File: config.mk
export PLATFORM = sky130hd
export DESIGN_NAME = palette_inversion_fader
export DESIGN_NICKNAME = d
export VERILOG_FILES = /design/src/rtl/core/pif_pkg.sv /design/src/rtl/core/palette_inversion_fader.sv
export SDC_FILE = /design/constraint.sdc
export NUM_CORES = 2
export LEC_CHECK = 0
export BUFFER_PORTS_ARGS = -buffer_cell sky130_fd_sc_hd__buf_4
export CAP_MARGIN = 20
export CORE_MARGIN = 1.5
export CORE_UTILIZATION = 50
export CTS_BUF_LIST = sky130_fd_sc_hd__clkbuf_4
export DETAILED_ROUTE_END_ITERATION = 10
export PLACE_DENSITY = 0.65
export SETUP_SLACK_MARGIN = 0.3
export SKIP_LAST_GASP = 1
export SLEW_MARGIN = 20
export SYNTH_ARGS = -nofsm -noshare
export SYNTH_HDL_FRONTEND = slang
export SYNTH_SLANG_ARGS = --single-unit
File: constraint.sdc
create_clock -name clk -period 11 [get_ports clk]
set_input_delay 2.2 -clock clk [delete_from_list [all_inputs] [get_ports clk]]
set_output_delay 2.2 -clock clk [all_outputs]
set_load 0.005 [all_outputs]
File: src/rtl/core/pif_pkg.sv
// ----------------------------------------------------------------------------
// Palette inversion fader package
// Shared widths, constants, item types and the sequencer state type.
// ----------------------------------------------------------------------------
package pif_pkg;

  localparam int NUM_ENTRIES  = 9;
  localparam int FRAC_BITS    = 8;
  localparam int FRAC_SCALE   = 1 << FRAC_BITS;
  localparam int CH_BITS      = 5;
  localparam int CH_MAX       = 31;
  localparam int NUM_CH       = 3;
  localparam int CH_W         = $clog2(NUM_CH);
  localparam int COLOR_W      = NUM_CH * CH_BITS;
  localparam int ENT_W        = 4;
  localparam int IDX_W        = $clog2(NUM_ENTRIES);
  localparam int FRAMES_W     = 8;
  localparam int FRAMES_RESET = 32;
  localparam int LEVEL_W      = CH_BITS + FRAC_BITS;
  localparam int LEVEL_MAX    = CH_MAX * FRAC_SCALE;
  localparam int STEP_W       = LEVEL_W + 1;
  localparam int SUM_W        = LEVEL_W + 2;
  localparam int DIV_STEPS    = LEVEL_W;
  localparam int CNT_W        = $clog2(DIV_STEPS);

  localparam logic [COLOR_W-1:0] COLOR_MASK = '1;

  typedef enum logic {
    REQ_LOAD = 1'b0,
    REQ_TICK = 1'b1
  } req_t;

  typedef struct packed {
    req_t               req_type;
    logic [ENT_W-1:0]   entry_index;
    logic [COLOR_W-1:0] base_color;
    logic               night;
    logic               invert_over;
  } in_item_t;

  typedef struct packed {
    logic [ENT_W-1:0]   out_index;
    logic [COLOR_W-1:0] color;
    logic               last;
  } out_item_t;

  typedef enum logic [2:0] {
    ST_IDLE,
    ST_DIV,
    ST_DIV_STORE,
    ST_CALC,
    ST_EMIT
  } state_t;

endpackage

File: src/rtl/core/palette_inversion_fader.sv
// ----------------------------------------------------------------------------
// Palette inversion fader
// Fades a nine-entry BGR555 palette between base colours and their inverses.
// ----------------------------------------------------------------------------
// A load item with an entry number in range keeps the block busy while the
// step of each of the three channels comes from one shared restoring divider
// that yields one quotient bit a cycle, plus a store state for each step. A
// tick item visits each entry in turn, as one shared adder and saturator
// moves one channel level a cycle and an emit state places the entry's item
// in the output register; with invert_over set only the emit state runs per
// entry. Stalls on the output hold the run in the emit state.
// The output register lets the next input item be taken while the last result
// of a tick still waits.
module palette_inversion_fader (
  input  logic                           clk,
  input  logic                           rst_n,
  input  logic                           in_valid,
  output logic                           in_stall,
  input  pif_pkg::in_item_t              in_data,
  output logic                           out_valid,
  input  logic                           out_stall,
  output pif_pkg::out_item_t             out_data,
  input  logic                           cfg_valid,
  output logic                           cfg_ready,
  input  logic [pif_pkg::FRAMES_W-1:0]   cfg_data
);

  pif_pkg::state_t state_r, state_nxt;

  logic [pif_pkg::FRAMES_W-1:0] frames_r;
  logic [pif_pkg::COLOR_W-1:0]  base_r  [pif_pkg::NUM_ENTRIES];
  logic [pif_pkg::LEVEL_W-1:0]  level_r [pif_pkg::NUM_ENTRIES][pif_pkg::NUM_CH];
  logic [pif_pkg::STEP_W-1:0]   step_r  [pif_pkg::NUM_ENTRIES][pif_pkg::NUM_CH];

  logic [pif_pkg::IDX_W-1:0]    ent_r;
  logic [pif_pkg::IDX_W-1:0]    lidx_r;
  logic [pif_pkg::CH_W-1:0]     ch_r;
  logic [pif_pkg::CNT_W-1:0]    cnt_r;
  logic                         night_r;
  logic                         snap_r;
  logic [pif_pkg::COLOR_W-1:0]  color_r;
  logic [pif_pkg::COLOR_W-1:0]  col_r;
  logic [pif_pkg::FRAMES_W-1:0] rem_r;
  logic [pif_pkg::LEVEL_W-1:0]  quo_r;
  logic                         out_valid_r;
  pif_pkg::out_item_t           out_data_r;

  logic                         in_acc;
  logic                         in_stall_c;
  logic                         emit_go;
  logic                         load_ok;
  logic                         div_last;
  logic                         ent_last;
  logic                         ch_last;
  logic [pif_pkg::FRAMES_W-1:0] frames_eff;
  logic [pif_pkg::FRAMES_W:0]   div_trial;
  logic                         div_ge;
  logic [pif_pkg::FRAMES_W-1:0] rem_next;
  logic [pif_pkg::CH_BITS-1:0]  cur_chan;
  logic [pif_pkg::STEP_W-1:0]   step_val;
  logic [pif_pkg::LEVEL_W-1:0]  lvl;
  logic [pif_pkg::STEP_W-1:0]   stp;
  logic [pif_pkg::SUM_W-1:0]    sum;
  logic [pif_pkg::LEVEL_W-1:0]  sat;
  logic [pif_pkg::COLOR_W-1:0]  emit_color;

  function automatic logic [pif_pkg::CH_BITS-1:0] chan_of(
    input logic [pif_pkg::COLOR_W-1:0] c,
    input logic [pif_pkg::CH_W-1:0]    ch
  );
    logic [pif_pkg::CH_BITS-1:0] v;
    case (ch)
      2'd0:    v = c[pif_pkg::CH_BITS-1:0];
      2'd1:    v = c[2*pif_pkg::CH_BITS-1:pif_pkg::CH_BITS];
      2'd2:    v = c[3*pif_pkg::CH_BITS-1:2*pif_pkg::CH_BITS];
      default: v = '0;
    endcase
    return v;
  endfunction

  // Magnitude of (inverse - channel) scaled to fixed point.
  function automatic logic [pif_pkg::LEVEL_W-1:0] num_of(
    input logic [pif_pkg::CH_BITS-1:0] c
  );
    logic [pif_pkg::CH_BITS:0] two_c;
    logic [pif_pkg::CH_BITS:0] mag;
    two_c = {c, 1'b0};
    if (c[pif_pkg::CH_BITS-1]) begin
      mag = two_c - (pif_pkg::CH_BITS+1)'(pif_pkg::CH_MAX);
    end else begin
      mag = (pif_pkg::CH_BITS+1)'(pif_pkg::CH_MAX) - two_c;
    end
    return {mag[pif_pkg::CH_BITS-1:0], pif_pkg::FRAC_BITS'(0)};
  endfunction

  assign in_acc     = in_valid && !in_stall_c;
  assign load_ok    = (in_data.entry_index >= pif_pkg::ENT_W'(1)) &&
                      (in_data.entry_index <= pif_pkg::ENT_W'(pif_pkg::NUM_ENTRIES));
  assign frames_eff = (frames_r == '0) ? pif_pkg::FRAMES_W'(1) : frames_r;
  assign div_trial  = {rem_r, quo_r[pif_pkg::LEVEL_W-1]};
  assign div_ge     = div_trial >= {1'b0, frames_eff};
  assign rem_next   = div_ge ? pif_pkg::FRAMES_W'(div_trial - {1'b0, frames_eff})
                             : div_trial[pif_pkg::FRAMES_W-1:0];
  assign div_last   = cnt_r == pif_pkg::CNT_W'(pif_pkg::DIV_STEPS - 1);
  assign ent_last   = ent_r == pif_pkg::IDX_W'(pif_pkg::NUM_ENTRIES - 1);
  assign ch_last    = ch_r == pif_pkg::CH_W'(pif_pkg::NUM_CH - 1);
  assign cur_chan   = chan_of(color_r, ch_r);
  assign step_val   = cur_chan[pif_pkg::CH_BITS-1] ? (pif_pkg::STEP_W'(0) - {1'b0, quo_r})
                                                   : {1'b0, quo_r};

  assign lvl = level_r[ent_r][ch_r];
  assign stp = step_r[ent_r][ch_r];
  assign sum = night_r ? ({2'b00, lvl} + {stp[pif_pkg::STEP_W-1], stp})
                       : ({2'b00, lvl} - {stp[pif_pkg::STEP_W-1], stp});

  always_comb begin
    if (sum[pif_pkg::SUM_W-1]) begin
      sat = '0;
    end else if (sum > pif_pkg::SUM_W'(pif_pkg::LEVEL_MAX)) begin
      sat = pif_pkg::LEVEL_W'(pif_pkg::LEVEL_MAX);
    end else begin
      sat = sum[pif_pkg::LEVEL_W-1:0];
    end
  end

  always_comb begin
    if (!snap_r) begin
      emit_color = col_r;
    end else if (night_r) begin
      emit_color = base_r[ent_r] ^ pif_pkg::COLOR_MASK;
    end else begin
      emit_color = base_r[ent_r];
    end
  end

  always_comb begin
    state_nxt = state_r;
    unique case (state_r)
      pif_pkg::ST_IDLE: begin
        if (in_acc) begin
          if (in_data.req_type == pif_pkg::REQ_TICK) begin
            state_nxt = in_data.invert_over ? pif_pkg::ST_EMIT : pif_pkg::ST_CALC;
          end else if (load_ok) begin
            state_nxt = pif_pkg::ST_DIV;
          end
        end
      end
      pif_pkg::ST_DIV: begin
        if (div_last) begin
          state_nxt = pif_pkg::ST_DIV_STORE;
        end
      end
      pif_pkg::ST_DIV_STORE: begin
        state_nxt = ch_last ? pif_pkg::ST_IDLE : pif_pkg::ST_DIV;
      end
      pif_pkg::ST_CALC: begin
        if (ch_last) begin
          state_nxt = pif_pkg::ST_EMIT;
        end
      end
      pif_pkg::ST_EMIT: begin
        if (emit_go) begin
          if (ent_last) begin
            state_nxt = pif_pkg::ST_IDLE;
          end else begin
            state_nxt = snap_r ? pif_pkg::ST_EMIT : pif_pkg::ST_CALC;
          end
        end
      end
      default: state_nxt = pif_pkg::ST_IDLE;
    endcase
  end

  always_comb begin
    in_stall_c = 1'b1;
    emit_go    = 1'b0;
    unique case (state_r)
      pif_pkg::ST_IDLE: in_stall_c = 1'b0;
      pif_pkg::ST_EMIT: emit_go    = !out_valid_r || !out_stall;
      default: begin
        in_stall_c = 1'b1;
        emit_go    = 1'b0;
      end
    endcase
  end

  always_ff @(posedge clk) begin
    if (!rst_n) begin
      state_r     <= pif_pkg::ST_IDLE;
      frames_r    <= pif_pkg::FRAMES_W'(pif_pkg::FRAMES_RESET);
      out_valid_r <= 1'b0;
      ent_r       <= '0;
      ch_r        <= '0;
      cnt_r       <= '0;
      for (int e = 0; e < pif_pkg::NUM_ENTRIES; e++) begin
        base_r[e] <= '0;
        for (int c = 0; c < pif_pkg::NUM_CH; c++) begin
          level_r[e][c] <= '0;
          step_r[e][c]  <= '0;
        end
      end
    end else begin
      state_r <= state_nxt;
      if (cfg_valid) begin
        frames_r <= cfg_data;
      end
      if (emit_go) begin
        out_valid_r <= 1'b1;
      end else if (!out_stall) begin
        out_valid_r <= 1'b0;
      end
      unique case (state_r)
        pif_pkg::ST_IDLE: begin
          ent_r <= '0;
          ch_r  <= '0;
          cnt_r <= '0;
          if (in_acc && in_data.req_type == pif_pkg::REQ_LOAD && load_ok) begin
            base_r[pif_pkg::IDX_W'(in_data.entry_index - pif_pkg::ENT_W'(1))] <=
              in_data.base_color;
            for (int c = 0; c < pif_pkg::NUM_CH; c++) begin
              level_r[pif_pkg::IDX_W'(in_data.entry_index - pif_pkg::ENT_W'(1))][c] <=
                {chan_of(in_data.base_color, pif_pkg::CH_W'(c)), pif_pkg::FRAC_BITS'(0)};
            end
          end
        end
        pif_pkg::ST_DIV: begin
          cnt_r <= cnt_r + pif_pkg::CNT_W'(1);
        end
        pif_pkg::ST_DIV_STORE: begin
          step_r[lidx_r][ch_r] <= step_val;
          ch_r  <= ch_r + pif_pkg::CH_W'(1);
          cnt_r <= '0;
        end
        pif_pkg::ST_CALC: begin
          level_r[ent_r][ch_r] <= sat;
          ch_r <= ch_r + pif_pkg::CH_W'(1);
        end
        pif_pkg::ST_EMIT: begin
          if (emit_go) begin
            ent_r <= ent_r + pif_pkg::IDX_W'(1);
            ch_r  <= '0;
          end
        end
        default: begin
          ch_r <= '0;
        end
      endcase
    end
  end

  always_ff @(posedge clk) begin
    unique case (state_r)
      pif_pkg::ST_IDLE: begin
        if (in_acc) begin
          lidx_r  <= pif_pkg::IDX_W'(in_data.entry_index - pif_pkg::ENT_W'(1));
          color_r <= in_data.base_color;
          night_r <= in_data.night;
          snap_r  <= in_data.invert_over;
          rem_r   <= '0;
          quo_r   <= num_of(chan_of(in_data.base_color, '0));
        end
      end
      pif_pkg::ST_DIV: begin
        rem_r <= rem_next;
        quo_r <= {quo_r[pif_pkg::LEVEL_W-2:0], div_ge};
      end
      pif_pkg::ST_DIV_STORE: begin
        rem_r <= '0;
        quo_r <= num_of(chan_of(color_r, ch_r + pif_pkg::CH_W'(1)));
      end
      pif_pkg::ST_CALC: begin
        case (ch_r)
          2'd0:    col_r[pif_pkg::CH_BITS-1:0] <= sat[pif_pkg::LEVEL_W-1:pif_pkg::FRAC_BITS];
          2'd1:    col_r[2*pif_pkg::CH_BITS-1:pif_pkg::CH_BITS] <=
                     sat[pif_pkg::LEVEL_W-1:pif_pkg::FRAC_BITS];
          default: col_r[3*pif_pkg::CH_BITS-1:2*pif_pkg::CH_BITS] <=
                     sat[pif_pkg::LEVEL_W-1:pif_pkg::FRAC_BITS];
        endcase
      end
      pif_pkg::ST_EMIT: begin
        if (emit_go) begin
          out_data_r.out_index <= pif_pkg::ENT_W'(ent_r) + pif_pkg::ENT_W'(1);
          out_data_r.color     <= emit_color;
          out_data_r.last      <= ent_last;
        end
      end
      default: begin
        rem_r <= rem_r;
      end
    endcase
  end

  assign in_stall  = in_stall_c;
  assign out_valid = out_valid_r;
  assign out_data  = out_data_r;
  assign cfg_ready = 1'b1;

endmodule

# Word-level counts from Yosys, hierarchy flattened
# Memory sizes are Yosys's and may differ from the RTL's. A register that Yosys moved wholly into a read port is not among the register bits.
# Index checks and enable logic that the tools add are counted.
# Widths: inputs -> output; s select.
# word_totals
mem_bits_rw	864
mem_bits_ro	0
elab_cells	178
latchBits	0
n_memories	3
regBits	99
# memory_table
memory	depth	word_bits	rd	rd_clocked_by_memory_dff	write_ports	line_no	text
step_r	9	42	1	1	9	palette_inversion_fader.sv:33	logic [pif_pkg::STEP_W-1:0] step_r [pif_pkg::NUM_ENTRIES][pif_pkg::NUM_CH];
level_r	9	39	1	1	9	palette_inversion_fader.sv:32	logic [pif_pkg::LEVEL_W-1:0] level_r [pif_pkg::NUM_ENTRIES][pif_pkg::NUM_CH];
base_r	9	15	1	1	9	palette_inversion_fader.sv:31	logic [pif_pkg::COLOR_W-1:0] base_r [pif_pkg::NUM_ENTRIES];
# classes
bitwise	5
addsub	12
shift	0
n_eq_ne	16
n_mul	0
n_reduce_logical	31
n_lt_le_gt_ge	6
mux	87
n_div	0
# ops
op	count
$mux 39	4
$mux 42	3
$mux 13	6
$reduce_or 39->1	2
$mux 5	14
$mux 15	4
$mux 14	4
$mux 4	11
$reduce_or 42->1	1
$pmux 13 s3	1
$pmux 5 s3	2
$bmux 14 s2	1
$demux 14 s2	1
$mux 3	9
$bmux 13 s2	1
$demux 13 s2	1
$mux 8	3
$pmux 8 s3	1
$mux 1	16
$pmux 4 s2	2
$reduce_and 2->1	8
$add 14x14->15	1
$gt 15x13->1 const B	1
$not 15->15	1
other kinds (38)	59

# Longest topological paths before layout
# logic_depth
depth_word	11
ltp_mapped	30
mapped_depth_nobuf	21

# Worst setup path before layout
# Ideal clock, no wire load.
# synth_path
kind	register to register
startpoint	reg (tool-made name)
endpoint	mem level_r[10][0] (netlist name) (data pin)
slack_ns	3.686
t_arrival_ns	7.005
setup_time_ns	0.309
n_path_buf	11
path_stages_with_launch	27
required_time_ns	10.691
cell_sequence	dfxtp_1 > buf_6 > buf_6 > buf_6 > buf_4 > buf_2 > clkbuf_1 > clkbuf_1 > buf_1 > mux4_2 > mux4_2 > mux2i_1 > o21ai_0 > ha_1 > o21ai_0 > o21a_1 > o41ai_1 > o31ai_1 > nor3b_1 > nor3_1 > a211oi_1 > and3_1 > nand4_1 > buf_4 > buf_6 > buf_4 > nor2_1
# synth_lines
element	line_no
to (decl)	palette_inversion_fader.sv:32

==> flow_summary.yaml <==
outcome:
  run_status: "complete, no violations"
finish:
  finalNetCount: 4766
  area_growth_pct: 11.0
  final_cell_mix: "edfxtp_1, clkbuf_4, nor2_1, mux4_2, nand2_1"
  layout-drive-gt1-share_pct: 28.4
  layout_commonest_cell: "edfxtp_1"
critical_path:
  arrival_ps: 10570
  crit_slowest_cell: "dfxtp_4"
  r2r_slack_ps: 1480
  endpoint_kind: "flop"
  slowest_delay_ps: 800
  worstPathCellList: "buf_4 > mux4_2 > mux2i_1 > o21ai_0 > a211oi_1 > nand4_1 > nor2_1 > nor2_1 > xnor2_1 > ha_1 > o21a_1 > nor2_1 > o41ai_1 > o31ai_1 > nor3b_1 > nor3_1 > a211oi_1 > and3_1 > nand4_1 > buf_4 > nor2_1 > buf_4"
  cp_max_fo: 67
  required_ps: 12060
  critical_path_class: "reg2reg"
  start_kind: "flop"
  r2r_cells: 22
  regToRegEndpoint: "level_r[13][32]"
  cp_common_cell: "nor2_1"
yosys:
  ys_ff_latch: 1639
  synth-xor-area-share_pct: 0.714
  muxShareOfSynthArea_pct: 14.4
  ys_warn_count: 0
  ys_types: 79
  synth_nets: 4495
  async_flop_share_pct: 0
  synth-main-ff-cell: "edfxtp_1"
  avgSynthCellArea_sq_um: 16.1
  synth-compound-area-share_pct: 3.29
  ys_seq_area_share_pct: 68.8
  synth_top_family_by_area: "multiplexers"
  syn-instance-count: 4415
  synth-edff-count: 1613
  synth_area_sq_um: 71200
  synthAdderAreaFrac_pct: 0.812
  synthSimpleGateAreaFrac_pct: 9.47
power:
  power.density_nw_per_um2: 188
  p_leak_uw: 0.0265
  peakVddDrop_v: 0.000219
placement:
  routabilityCongestion: 0.883
  dp_hpwl_um: 118000
  io_buffers: 56
worst_hold_path:
  whs_path_depth: 2
  min_from: "frames_r[7]"
  hold_class: "reg2reg"
  holdPathEnd: "frames_r[7]"
die:
  ioPinCount: 58
  start_util_pct: 50.3
  dieWidth_um: 380
  die_area_sq_um: 145000
  rows: 138
  fp.dieH_um: 380
  core_area_sq_um: 141000
sta:
  clock_skew_ps: 144
  setup_viol: 0
  tightest_slew_ps: 1120
  final-hold-violation-count: 0
  finalHoldWorstSlack_ps: 500
  slew_viol_final: 0
  rsz0062_at_grt: "false"
  fin_crit_ps: 9520
  fin_tns_setup_ps: 0
  fmax_mhz: 105
  period_share_pct: 86.5
  slew_headroom_pct: 24.5
clock_network:
  post-cts-setup-buffer-count: 0
  clk_pin_slew_ps: 60
  clockRootBuffer: "clkbuf_4"
  cts_tree: "done"
  worstSkewPairLatency_ps: 1370
  cts_sinks: 1639
  cts-resized-gates: 0
  ctsHoldBuffers: 0
  h-tree-depth: 5
  cts_buffer_depth: 4
  cts-buffers-inserted: 429
drt:
  viasPerCell: 6.16
  wirelength_um: 197000
  dr.pass1.iters: 6
  highest_layer: "met5"
  vias: 42300
  wl_met3_um: 18500
  met1_length_um: 76300
  first_iter_violations: 5075
  antenna_left: 0
  route.met2.wl_um: 93100
  drc: 0
  post_drt_wl_per_cell_um: 28.7
global_route:
  grt_pass1_vias: 42100
  grt_start_max_net_pins: 137
  grt_pass1_wl_um: 285000
  antenna_found_initial: 5
  track_usage_pct: 27.2
  grt.overflow.total: 0
job:
  max-cap-violations: 0
power breakdown:
part | internal, uW | switching, uW | total [uW] | leakage, uW
Sequential | 7120 | 121 | 7240 | 0.0162
Clock | 2670 | 2420 | 5090 | 0.00311
Combinational | 704 | 1820 | 2520 | 0.00725
Total | 10500 | 4360 | 14900 | 0.0265
area by class of cell:
cell class,instances,area [sq um]
Fill cell,11200,62400
Sequential cell,1639,49000
Multi-Input combinational cell,2361,20800
Clock buffer,635,4770
Tap cell,1890,2360
Timing Repair Buffer,181,1480
Clock inverter,76,370
Inverter,74,280
Antenna cell,12,30.0
worst max path at each step:
stage / slack (ps) / cells after the start / to / from
2_1_floorplan: 3690 / 26 / level_r[10][0] / flop
3_3_place_gp: 2010 / 22 / level_r[11][29] / flop
3_5_place_dp: 1840 / 22 / level_r[15][26] / flop
4_1_cts: 1720 / 22 / level_r[14][32] / flop
5_1_grt: 1040 / 22 / level_r[13][32] / flop
6_report: 1480 / 22 / level_r[13][32] / flop
cell families (layout without fill, tap and decap cells):
| family | Yosys count | after routing |
|---|---|---|
| AO/OA/AOI/OAI | 332 | 332 |
| XOR/XNOR | 58 | 58 |
| adder cells (fa/ha/maj) | 45 | 45 |
| buffers and inverters | 415 | 966 |
| flip-flops | 1639 | 1639 |
| multiplexers | 562 | 562 |
| other | 1 | 13 |
| AND/OR/NAND/NOR | 1363 | 1363 |
registers in the layout (all words and copies together) (netlist names), 4 cells and up, named ones only:
signal and cells:
base_r 240, frames_r 8, color_r 15, ent_r 4, quo_r 13, cnt_r 4, lidx_r 4, rem_r 8
step_r 672, col_r 15, out_data 20, level_r 624
Yosys cell counts (17+ instances only):
cell	number	area share [%]
mux4_2	367	12
mux2i_1	188	2.6
xor2_1	17	0.21
o21ai_0	44	0.31
dfxtp_1	26	0.73
nand3_1	40	0.28
nor3_2	109	1.5
nor2b_1	21	0.18
a21oi_1	86	0.60
nor2_1	603	3.2
and2_1	33	0.29
buf_1	41	0.22
ha_1	43	0.76
nand2b_1	26	0.23
nor3_1	124	0.87
inv_1	70	0.37
and3_1	149	1.3
buf_6	22	0.35
edfxtp_1	1613	68
clkbuf_1	216	1.1
xnor2_1	41	0.50
nand2_1	211	1.1
buf_2	47	0.33
a22oi_1	68	0.72
critical path: cells and delay by family, from the launching register on:
kind / cells / cell delay (ps)
and+or+nand+nor: 9 / 2750
AOI/OAI and AO/OA: 6 / 2540
buffers and inverters: 3 / 1500
muxes: 2 / 860
DFF: 1 / 800
adders and majority gates: 1 / 460
xor gates and xnor gates: 1 / 160
metal layers:
layer	GRT usage, %	vias to the layer above
met1	36.4	21700
met5	0	-
li1	-	17900
met2	42.2	2287
met3	6.52	450
met4	12.5	2
metrics by stage:
step	setup slack, ps	total power, uW	utilization [%]	std cells	area (sq um)
finish	1480	14900	55.9	6868	79000
global route	1040	15400	55.9	6867	79000
CTS	1720	14900	55.8	6855	78900
detailed placement	1840	9860	52.2	6144	73800
global placement	2010	9820	52.1	6142	73700
floorplan	3690	8840	-	4415	71200
Note: power is estimated with default switching activity, not from simulation.
